**config.mk**
```make
export PLATFORM = sky130hd
export DESIGN_NAME = ugb_ram
export DESIGN_NICKNAME = d
export VERILOG_FILES = /design/src/hdl/ugb_ram.sv
export SDC_FILE = /design/constraint.sdc
export NUM_CORES = 1
export LEC_CHECK = 0
export ABC_AREA = 1
export ABC_CLOCK_PERIOD_IN_PS = 1390
export BUFFER_PORTS_ARGS = -buffer_cell sky130_fd_sc_hd__buf_4
export CORE_ASPECT_RATIO = 0.5
export CORE_MARGIN = 2
export CORE_UTILIZATION = 65
export CTS_CLUSTER_SIZE = 24
export DETAILED_ROUTE_END_ITERATION = 10
export PLACE_DENSITY = 0.82
export SETUP_SLACK_MARGIN = 0.05
export SYNTH_ARGS = -nofsm -noshare
export SYNTH_HDL_FRONTEND = slang
export SYNTH_SLANG_ARGS = --single-unit
```
**constraint.sdc**
```tcl
create_clock -name clk -period 1.39 [get_ports clk]
set_input_delay 0 -clock clk [delete_from_list [all_inputs] [get_ports clk]]
set_output_delay 0 -clock clk [all_outputs]
set_load 0.02 [all_outputs]
```
**src/hdl/ugb_ram.sv**
```systemverilog
// ---------------------------------------------------------------------------
// Simple dual-port RAM
// One write port and one read port, read data registered.
// ---------------------------------------------------------------------------
`default_nettype none

module ugb_ram #(
  parameter int DEPTH = 16,
  parameter int AW    = 4,
  parameter int DW    = 8
) (
  input  wire logic          clk,
  input  wire logic          we,
  input  wire logic [AW-1:0] waddr,
  input  wire logic [DW-1:0] wdata,
  input  wire logic [AW-1:0] raddr,
  output logic      [DW-1:0] rdata
);

  logic [DW-1:0] mem [DEPTH];

  always_ff @(posedge clk) begin
    if (we) begin
      mem[waddr] <= wdata;
    end
    rdata <= mem[raddr];
  end

endmodule

`default_nettype wire

```
[Word level (Yosys, flattened, before mapping)]
Memories as Yosys holds them, arrays and structs flattened. A register that Yosys moved wholly into a read port is not among the register bits.
Cells that the tools add are included.
Word-level totals
  register bits: 0
  memory bits (writable): 128
  bits of input ports: 18
  memories: 1
Memory list
  mem: depth 16, bits a word 8, rd ports 1, clocked after memory_dff 1, wr ports 1, RTL line 20  | logic [DW-1:0] mem [DEPTH];
Operators by class
  muxes and demuxes: 2
Operator list (count)
  1-bit 2-to-1 mux: 2

[Longest topological paths before layout]
  word-level depth: 2
  gate-level depth with buffers: 8
  gate-level depth less buffers: 7

[Worst setup path after synthesis]
No wires, ideal clock.
  path type: input port to flip-flop
  start point: in waddr[2]
  end point: mem mem[10][0] (enable)
  setup time: 0.370 ns
  arrival: 0.581 ns
  data required time: 1.020 ns
  setup slack: 0.439 ns
  cell stages on the path: 2
  path buffers: 0
  cell sequence: nand3b_1 > nor2_1
RTL lines
  start: declaration: RTL line 14  | input wire logic [AW-1:0] waddr,
  end: declaration: RTL line 20
Straight into the memory's write port.

==> results.md <==
- Final antenna-violating net count: 0
- Clk sink count: 136
- Power per cell area: about 1400 mW/mm^2
- Setup TNS: 0 ps
- Initial antenna violation count: 0
- Fmax achieved: 905 MHz
- Top cells by area, synth: edfxtp_1, nand2_1, nand3_1
- Avg Cell Area, Syn: 10.5 sq um
- Met2 Resource Use GR: 0.476
- Worst hold margin: 186 ps
- Syn nets: 569
- Netlist Area Pre-Place: 0.00577 sq mm
- Pint: 7.52 mW
- Commonest non-fill, non-tap cells in the layout: nand2_1, edfxtp_1, inv_1
- Leak: 2.98 nW
- Mapped Cells: 551
- Final Max Slew Viols: 0
- Largest net degree at the start of global routing: 65
- Yosys warning count: 0
- TritonRoute pass-1 iters: 6
- Worst path slowest cell: edfxtp_1
- FF-to-FF Start: mem[5][2]$_DFFE_PP_
- Total GRT Usage: 0.318
- Post_cts resized: 0
- Met1 Track Usage GR: 0.456
- Starting Density: 0.667
- Hold Path Class: primary input to flop
- RSZ-0062 raised after global routing: no
- Final Cycle Share: 0.795
- FF-to-FF setup slack: 290 ps
- Clock Latency Late Sink: 420 ps
- Most common cell after layout, fill and taps aside: nand2_1
- Critical path type: flop to flop
- Sw Ratio: 0.210
- Startpoint Class: flop
- Nets: 621
- FF-to-FF path depth: 6
- Hpwl dp: 8180 um
- Top-Level Pins: 26
- Crit path largest cell delay: about 360 ps
- DRT iter0 DRCs: just over 800
- Tmin final: 1100 ps
- Switching Power: 1.99 mW
- Die width: 137 um
- Crit path to: rdata[2]$_DFF_P_
- Fill count: 489
- Met3 Use GR: 0.0996
- Crit path DAT: ~1400 ps
- Clk root buf: clkbuf_16
- FP Rows: 24
- Final hold vios: 0
- Layout cells sized above 1: 0.117
- Clock-pin slew on the worst setup and hold paths: 60 ps
- Number of synthesized register bits: around 140
- Die height: 70.6 um
- Crit Reg-Reg Endpoint: rdata[2]$_DFF_P_
- Finished Core Util: 0.786
- GP Congestion: 0.888
- Combinational share of power: 0.071
- Most used cell, CP: nand3_1
- CP Data Required Time: between 1500 and 2000 ps
- Max IR drop VDD: 0.000968 V
- GRT busiest layer: met2
- Total die area: slightly below 0.01 sq mm
- Sequential area share after synthesis: 0.694
- Vias in the first global route: 3,908
- Routed WL: 13,900 um
- H-tree levels: 4
- Slew at the pin with the worst max-slew slack: 608 ps
- WL per Instance: 19.0 um
- Clk buf depth: 2
- Vias per inst: ~5.7
- CTS tree: built
- Syn-to-layout area delta: 17.9%
- Flop pwr share: 0.486
- Synth area leader: edfxtp_1
- Maxcap violations: 0
- Total CTS buffers: 17
- Outcome: finished, final reports clean
- CP startpoint: mem[5][2]$_DFFE_PP_
- First-pass GRT wire length: 21,700 um
- Endpoint class of the critical path: flop
- Ant diodes: 0
- Remaining global-route overflow: 0
- Final setup fails: 0
- Peak fanout along the critical path: 1
- Slew headroom: 0.594
- DRC: 0
- Buffers on Ports: 25
- Clk pwr share: 0.443
- Via count: 4,145
- CP Cell Sequence: inv_1 > nand2_1 > nand3_1 > nand3_1 > nand3_1 > nand2_1
- Post-synth top area share: 0.667
- Clock skew: 10.4 ps
- Yosys cell types: 12
- Core Area: roughly 0.0086 sq mm
==> worst max-delay path: cells and delay by family, from the launching register on <==
kind                   cells  cell delay (ps)
and+or+nand+nor            5              560
DFF                        1              360
buffers and inverters      1               70
==> cell families (layout without fill, tap and decap cells) <==
logic type | after synthesis | after routing | synth area share
buffers and inverters | 126 | 190 | 0.0952
DFF | 136 | 136 | 0.694
and+or+nand+nor | 289 | 289 | 0.210
==> synth_stat cells <==
library cell and n:
buf_1 1, buf_2 13, buf_4 4, buf_6 6
dfxtp_1 8, edfxtp_1 128, inv_1 100, inv_2 2
nand2_1 173, nand3_1 97, nand3b_1 2, nor2_1 17
==> flip-flops by register name, indices dropped and copies added, names as in the netlist <==
register and flops:
mem 128, rdata 8
==> power by group through the flow <==
stage,Sequential (mW),Combinational [mW],Clock (mW)
global route,4.63,0.723,4.41
floorplan,4.73,0.323,0
global placement,4.70,0.605,0
finish,4.62,0.673,4.22
CTS,4.62,0.656,4.25
detailed placement,4.70,0.623,0
==> routing by layer <==
metal | up-vias | routed length [um] | share of wire
li1 | 1877 | - | -
met1 | 1922 | 5470 | 0.39
met2 | 313 | 6270 | 0.45
met3 | 33 | 1890 | 0.14
met4 | 0 | 316 | 0.023
met5 | - | 0 | 0
==> metrics by stage <==
step,instance area [sq um],power [mW],instances,setup slack (ps)
6_report,6800,9.51,732,285
4_1_cts,6800,9.53,732,264
5_1_grt,6800,9.76,732,161
2_1_floorplan,5770,5.05,551,439
3_3_place_gp,6160,5.30,692,277
3_5_place_dp,6160,5.32,692,243
==> worst min path at each step <==
stage	startpoint	endpoint	slack, ps	cells past startpoint
6_report	raddr[1]	rdata[5]$_DFF_P_	190	6
5_1_grt	raddr[1]	rdata[5]$_DFF_P_	200	6
4_1_cts	raddr[1]	rdata[5]$_DFF_P_	160	6
3_5_place_dp	raddr[3]	rdata[4]$_DFF_P_	320	3
3_3_place_gp	raddr[3]	rdata[4]$_DFF_P_	310	3
2_1_floorplan	wdata[0]	mem[0][0]$_DFFE_PP_	100	0
==> area by class of cell <==
cell class,count,area [sq um],area share
multi-input cells,289,1210,0.179
inverters,102,383,0.0563
clock buffers,26,479,0.0705
well taps,117,146,0.0215
repair buffers,57,500,0.0736
clock inverters,5,72.6,0.0107
flip-flops and latches,136,4000,0.589
==> repair_timing <==
item | in CTS | in global routing
buffers inserted | 0 | 0
hold endpoints to repair | 136 | 0
hold buffers | 9 | 0
Power figures use the tool's default switching activity.
