--- config.mk ---
export PLATFORM = sky130hd
export DESIGN_NAME = ugb_fdiv
export DESIGN_NICKNAME = d
export VERILOG_FILES = /design/src/hdl/ugb_pkg.sv /design/src/hdl/ugb_fdiv.sv
export SDC_FILE = /design/constraint.sdc
export NUM_CORES = 1
export LEC_CHECK = 0
export BUFFER_PORTS_ARGS = -buffer_cell sky130_fd_sc_hd__buf_2
export CORE_ASPECT_RATIO = 1.1
export CORE_MARGIN = 4
export CORE_UTILIZATION = 55
export DETAILED_ROUTE_END_ITERATION = 16
export PLACE_DENSITY = 0.87
export SYNTH_ARGS = -nofsm -noshare
export SYNTH_HDL_FRONTEND = slang
export SYNTH_SLANG_ARGS = --single-unit
--- constraint.sdc ---
create_clock -name clk -period 12.6 [get_ports clk]
set_clock_uncertainty 0.05 [all_clocks]
set_input_delay 0.63 -clock clk [delete_from_list [all_inputs] [get_ports clk]]
set_output_delay 0.63 -clock clk [all_outputs]
set_load 0.02 [all_outputs]
--- src/hdl/ugb_pkg.sv ---
// ---------------------------------------------------------------------------
// Uniform grid binning package
// Shared widths, codes and state encoding for the grid binning block.
// ---------------------------------------------------------------------------
`default_nettype none

package ugb_pkg;

  // Default sizes of the storage.
  localparam int MAX_CELLS_DEF      = 1024;
  localparam int ITEM_CAPACITY_DEF  = 2048;
  localparam int MAX_CANDIDATES_DEF = 64;

  // Field widths.
  localparam int ACT_W    = 3;
  localparam int ID_W     = 16;
  localparam int POS_W    = 16;
  localparam int SIZE_W   = 15;
  localparam int COL_W    = 11;
  localparam int CSZ_W    = 15;
  localparam int TOUCH_W  = 3;
  localparam int STAT_W   = 2;
  localparam int PADDR_W  = 4;
  localparam int PDATA_W  = 32;

  // Corner coordinate (position plus extent) and its magnitude.
  localparam int COORD_W  = 18;
  localparam int MAG_W    = 17;
  // Row offset y * num_columns and the signed cell index.
  localparam int PROD_W   = 28;
  localparam int IDX_W    = 30;
  // Divider iteration counter.
  localparam int DCNT_W   = 5;

  typedef enum logic [ACT_W-1:0] {
    ACT_CLEAR  = 3'd0,
    ACT_COUNT  = 3'd1,
    ACT_PREFIX = 3'd2,
    ACT_PLACE  = 3'd3,
    ACT_QUERY  = 3'd4
  } action_t;

  typedef enum logic [STAT_W-1:0] {
    ST_OK    = 2'd0,
    ST_FULL  = 2'd1,
    ST_TRUNC = 2'd2
  } status_t;

  typedef enum logic [1:0] {
    REG_NUM_COLUMNS = 2'd0,
    REG_NUM_ROWS    = 2'd1,
    REG_CELL_SIZE   = 2'd2,
    REG_FIRST_ID    = 2'd3
  } reg_addr_t;

  typedef enum logic [4:0] {
    S_INIT,
    S_IDLE,
    S_CLR,
    S_PFX_RD,
    S_PFX_WR,
    S_DIV_GO,
    S_DIV_WAIT,
    S_MUL1,
    S_IDX1,
    S_MUL2,
    S_IDX2,
    S_SEL,
    S_DISPATCH,
    S_CELL_RD,
    S_CELL_WR,
    S_Q_CELL_RD,
    S_Q_CELL_DAT,
    S_Q_ITEM,
    S_Q_ITEM_WR,
    S_Q_DONE,
    S_EMIT_RD,
    S_EMIT_LD,
    S_RESULT
  } state_t;

endpackage

`default_nettype wire

--- src/hdl/ugb_fdiv.sv ---
// ---------------------------------------------------------------------------
// Serial floor divider
// Signed dividend over a positive divisor, one quotient bit per cycle.
// ---------------------------------------------------------------------------
`default_nettype none

module ugb_fdiv (
  input  wire logic                              clk,
  input  wire logic                              rst,
  input  wire logic                              start,
  input  wire logic signed [ugb_pkg::COORD_W-1:0] dividend,
  input  wire logic        [ugb_pkg::CSZ_W-1:0]   divisor,
  output logic                                   done,
  output logic signed      [ugb_pkg::COORD_W-1:0] quotient
);

  logic                          busy;
  logic [ugb_pkg::DCNT_W-1:0]    cnt;
  logic                          neg;
  logic [ugb_pkg::MAG_W-1:0]     mag;
  logic [ugb_pkg::CSZ_W-1:0]     rem;
  logic [ugb_pkg::CSZ_W-1:0]     dsr;
  logic [ugb_pkg::CSZ_W:0]       trial;
  logic                          qbit;
  logic [ugb_pkg::MAG_W-1:0]     mag_next;
  logic [ugb_pkg::CSZ_W-1:0]     rem_next;
  logic signed [ugb_pkg::COORD_W-1:0] neg_q;

  always_comb begin
    trial    = {rem, mag[ugb_pkg::MAG_W-1]};
    qbit     = (trial >= {1'b0, dsr});
    rem_next = qbit ? ugb_pkg::CSZ_W'(trial - {1'b0, dsr}) : ugb_pkg::CSZ_W'(trial);
    mag_next = {mag[ugb_pkg::MAG_W-2:0], qbit};
    // Rounding toward minus infinity for a negative dividend.
    neg_q    = -$signed(ugb_pkg::COORD_W'(mag_next))
               - $signed(ugb_pkg::COORD_W'(rem_next != '0));
  end

  always_ff @(posedge clk) begin
    if (rst) begin
      busy <= 1'b0;
      done <= 1'b0;
    end else begin
      done <= 1'b0;
      if (start) begin
        busy <= 1'b1;
        cnt  <= '0;
        neg  <= dividend[ugb_pkg::COORD_W-1];
        mag  <= dividend[ugb_pkg::COORD_W-1] ?
                ugb_pkg::MAG_W'(-dividend) : ugb_pkg::MAG_W'(dividend);
        rem  <= '0;
        dsr  <= (divisor == '0) ? ugb_pkg::CSZ_W'(1) : divisor;
      end else if (busy) begin
        mag <= mag_next;
        rem <= rem_next;
        cnt <= cnt + 1'b1;
        if (cnt == ugb_pkg::DCNT_W'(ugb_pkg::MAG_W - 1)) begin
          busy     <= 1'b0;
          done     <= 1'b1;
          quotient <= neg ? neg_q : $signed(ugb_pkg::COORD_W'(mag_next));
        end
      end
    end
  end

endmodule

`default_nettype wire

Word level (Yosys, flattened, before mapping)
Cells that the tools add are included.
{"block": "word_totals", "inputBits": 36, "regBits": 73, "word_cells": 37, "out_inout_bits": 19}
{"block": "op_classes", "muxes": 11, "n_lt_le_gt_ge": 1, "reduce_logical": 7, "n_bitwise": 3, "n_addsub": 5, "eq_ne": 1}
{"cell": "17-bit two-way mux", "count": 4}
{"cell": "15-bit two-way mux", "count": 2}
{"cell": "17-bit negation with 18-bit output", "count": 1}
{"cell": "18-bit by 2-bit subtractor with 18-bit output", "count": 1}
{"cell": "17-bit negation", "count": 1}
{"cell": "16-bit by 15-bit >= comparator with 1-bit output", "count": 1}
{"cell": "15-bit zero test", "count": 1}
{"cell": "15-bit nonzero test", "count": 1}
{"cell": "15-bit subtractor", "count": 1}
{"cell": "5-bit by 1-bit adder with 5-bit output (second input constant)", "count": 1}
{"cell": "5-bit == test (second input constant)", "count": 1}
{"cell": "5-bit two-way mux", "count": 1}
{"cell": "1-bit two-way mux", "count": 4}
{"cell": "2-bit AND reduction", "count": 2}
{"cell": "4-bit AND reduction", "count": 1}
{"cell": "1-bit NOT", "count": 3}
{"cell": "3-bit OR reduction", "count": 1}
{"cell": "2-bit nonzero test", "count": 1}

Depth between registers and ports, before layout
{"block": "depth", "word_depth": 5, "mapped_depth": 22, "depth_no_buf": 22}

Worst setup path before layout
OpenSTA, ideal clock, no wires.
{"block": "synth_path", "path_type": "reg2reg", "start": "register mag[16] in the netlist's numbering", "end": "register quotient[17] in the netlist's numbering (data pin)", "path_buffers": 0, "arrival_time_ns": 4.084, "setup_time_ns": 0.262, "stages_incl_launch_ff": 22, "slack_ns": 8.203, "cell_sequence": "edfxtp_1 -> inv_1 -> ha_1 -> fa_1 -> nand2b_1 -> a21oi_2 -> o211ai_1 -> a31o_2 -> o21ai_4 -> mux2_2 -> a211oi_2 -> ha_1 -> ha_1 -> inv_1 -> ha_1 -> o21bai_1 -> a21o_1 -> a21oi_1 -> o21ai_0 -> a21oi_1 -> a32oi_1 -> mux2i_1"}
{"block": "synth_via", "elab_chain_len": 4}
{"item": "start: declaration", "line": "ugb_fdiv.sv:20", "rtl": "logic [ugb_pkg::MAG_W-1:0] mag;"}
{"item": "start signal: assignment", "line": "ugb_fdiv.sv:49", "rtl": "mag <= dividend[ugb_pkg::COORD_W-1] ?"}
{"item": "start signal: assignment", "line": "ugb_fdiv.sv:54", "rtl": "mag <= mag_next;"}
{"item": "parallel branches: the longest is 3 deep, another holds 17-bit negation with 18-bit output"}
{"item": "18-bit by 2-bit subtractor with 18-bit output *", "line": "ugb_fdiv.sv:36", "rtl": "- $signed(ugb_pkg::COORD_W'(rem_next != '0));"}
{"item": "end signal: assignment", "line": "ugb_fdiv.sv:60", "rtl": "quotient <= neg ? neg_q : $signed(ugb_pkg::COORD_W'(mag_next));"}
{"item": "end: declaration", "line": "ugb_fdiv.sv:14", "rtl": "output logic signed [ugb_pkg::COORD_W-1:0] quotient"}
Mark *: on every way between the ends.
A chain may end at the register's enable or synchronous reset.

Worst setup path after layout
Same ends and word-level chain as after synthesis.

==> results_dict.tcl <==
set metrics [dict create \
    timing.final.crit_period_ns 5.132 \
    io_buffers 54 \
    synthTopCellsByArea "edfxtp_1, ha_1, a21oi_1" \
    cp_cell_sequence "inv_1 -> ha_1 -> fa_1 -> nand2b_1 -> a21oi_2 -> o211ai_1 -> a31o_2 -> o21ai_4 -> mux2_2 -> a211oi_2 -> ha_1 -> ha_1 -> inv_1 -> ha_1 -> o21bai_1 -> a21o_1 -> a21oi_1 -> o21ai_0 -> a21oi_1 -> a32oi_1 -> mux2i_1" \
    die_h_um 110.7 \
    drt_iter0_drc 354 \
    end_kind "flop" \
    total_leakage_power_nw 2.385 \
    cp.arrival_ns 5.21 \
    yosys_warnings 0 \
    clock_path_buffers 2 \
    viasPerCell 6.098 \
    die_w_um 101.3 \
    ant_nets 0 \
    numCtsBuffers 9 \
    ys_types 67 \
    synth_adder_area_share_pct 9.402 \
    nNetsFinal 668 \
    cp_slowest_cell "fa_1" \
    synth_top_cell_by_area "edfxtp_1" \
    rsz0062_at_grt "false" \
    gr-usage-all-layers_pct 22.12 \
    ios 55 \
    power_density_mw_per_mm2 123.5 \
    synth_edf_count 71 \
    final.fill_count 758 \
    cpMostUsedCell "ha_1" \
    cts_root_buffer "clkbuf_8" \
    worst_pin_slew_ns 0.9785 \
    synth_flop_cell "edfxtp_1" \
    setup_viol 0 \
    synth.top_cell.area_share_pct 40.46 \
    grt_first_pass_wirelength_mm 20.00 \
    synth.avg_cell_area_um2 9.479 \
    ir_worst_vdd_v 0.00006747 \
    drt-total-wl_mm 12.00 \
    maxCapViolations 0 \
    drc 0 \
    status "finished, final reports clean" \
    htree_levels 3 \
    drive_gt1_share_pct 16.39 \
    slew_violations 0 \
    tns_ns 0 \
    critPathLaunchType "flop" \
    cp_max_fo 16 \
    die-area_mm2 0.01121 \
    place_area_mm2 0.005582 \
    core_area_mm2 0.009351 \
    holdWs_ns 0.4032 \
    holdBufCountCts 0 \
    synth_top_family_by_area "compound AO/OA/AOI/OAI gates" \
    cts.sinks 73 \
    start_util_pct 56.36 \
    synth_compound_area_share_pct 18.76 \
    area_delta_synth_final_pct 10.09 \
    antenna_found_initial 0 \
    wl_per_cell_um 16.78 \
    fp-row-count 37 \
    clk_pin_slew_ns 0.09 \
    grt_max_degree 58 \
    firstDrtPassIters 5 \
    clk_latency_ns 0.37 \
    via_count 4360 \
    relSlewSlack_pct 34.77 \
    grt_overflow 0 \
    syn_area_mm2 0.005270 \
    critPathRequiredTime_ns 12.68 \
    synthXorXnorAreaFrac_pct 5.318 \
    postCtsSetupRepairBufs 0 \
    gp_congestion 0.9284 \
    min_period_over_period_pct 40.73 \
    ys_seq_area_share_pct 41.22 \
    first_global_vias 4449 \
    crit_type "reg -> reg" \
    syn_inst 556 \
    synthArstFlopShare_pct 0 \
    worstHoldPathType "in -> reg" \
    finalInstanceArea_mm2 0.005802 \
    dp_hpwl_mm 8.840 \
    synthMuxAreaShare_pct 2.540 \
    synth-simple-area-share_pct 16.43 \
    num_antenna_cells 0 \
    syn_nets 631 \
    post_cts_resized 0 \
    max_freq_mhz 194.8 \
    finalHoldViolations 0 \
    ys_ff_latch 73 \
    cts_tree "yes" \
    slowest_delay_ns 0.43 \
]
-- per-layer routing --
layer  vias to the layer above  global-route usage, %  wire, µm
met5                         -                      0         0
met4                         0                  13.12       580
met3                        45                  3.587       719
met2                       169                  38.92      6216
met1                      2043                  24.44      4478
li1                       2103                      -         -
-- synthesized netlist by cell type (all sizes together) (5+ instances only) --
master	number
nand2b	6
xnor2	16
o2111ai	6
nor2b	10
a211oi	10
nand2	42
mux2i	10
ha	38
xor2	16
o211ai	7
nand3	18
inv	51
or3	9
clkbuf	25
a21o	12
o21ai	30
nor3	13
nor2	44
nand4	5
edfxtp	71
nor4	6
a21oi	39
o21a	10
o31ai	6
buf	6
-- worst paths after layout --
path | startpoint | to | slack, ns | cells after the start
max | mag[16] | quotient[17] | 7.47 | 21
min | divisor[11] | dsr[11] | 0.40 | 1
max reg2reg | mag[16] | quotient[17] | 7.47 | 21
min reg2reg | busy | done | 0.45 | 1
-- power by group --
part           switching [mW]  leakage [nW]  total [mW]  internal, mW
clock network          0.0966         0.103       0.209         0.112
registers              0.0128         0.686       0.301         0.288
logic                   0.121          1.60       0.207        0.0863
total                   0.230          2.38       0.717         0.486
-- state kept, by name (all words and copies together) (netlist names) --
name      count
busy          1
cnt           5
done          1
dsr          15
mag          17
neg           1
quotient     18
rem          15
-- placed cells by master, fill, tap and decap left out, types with 9 or more instances in the layout --
cell,count
edfxtp_1,71
buf_2,54
inv_1,50
nor2_1,43
nand2_1,42
a21oi_1,38
ha_1,38
o21ai_0,29
nand3_1,18
xor2_1,16
xnor2_1,16
nor3_1,13
o21a_1,10
a21o_1,10
nor2b_1,10
mux2i_1,10
clkbuf_8,9
-- metrics by stage --
| stage | utilization [%] | total power, mW | instances | setup WS, ns |
|---|---|---|---|---|
| after floorplan | - | 0.4617 | 556 | 8.203 |
| after global placement | 59.69 | 0.4965 | 699 | 7.760 |
| after detailed placement | 59.69 | 0.5065 | 699 | 7.543 |
| after CTS | 62.04 | 0.7137 | 715 | 7.501 |
| after global routing | 62.04 | 0.7524 | 715 | 7.091 |
| final | 62.04 | 0.7166 | 715 | 7.468 |
-- worst max-delay path: cells and delay by family, from the launching register on --
kind / cells / cell delay (ns)
buffers and inverters: 2 / 0.13
adders and majority gates: 5 / 1.26
muxes: 2 / 0.51
and+or+nand+nor: 1 / 0.20
DFF: 1 / 0.38
AOI/OAI and AO/OA: 11 / 2.36
-- cell type report --
cell class / count / area (µm²) / area share (%)
Clock inverter: 6 / 92.59 / 1.596
Clock buffer: 10 / 127.6 / 2.200
Multi-Input combinational cell: 400 / 2773 / 47.79
Sequential cell: 73 / 2172 / 37.44
Inverter: 52 / 197.7 / 3.407
Tap cell: 117 / 146.4 / 2.523
Timing Repair Buffer: 57 / 292.8 / 5.046
-- cells by family (layout without fill, tap and decap cells) --
logic type / count (synthesis) / in the layout
and+or+nand+nor: 173 / 173
AOI/OAI and AO/OA: 143 / 143
buffers and inverters: 83 / 125
DFF: 73 / 73
adders and majority gates: 39 / 39
xor gates and xnor gates: 32 / 32
muxes: 13 / 13
Power figures use the tool's default switching activity.
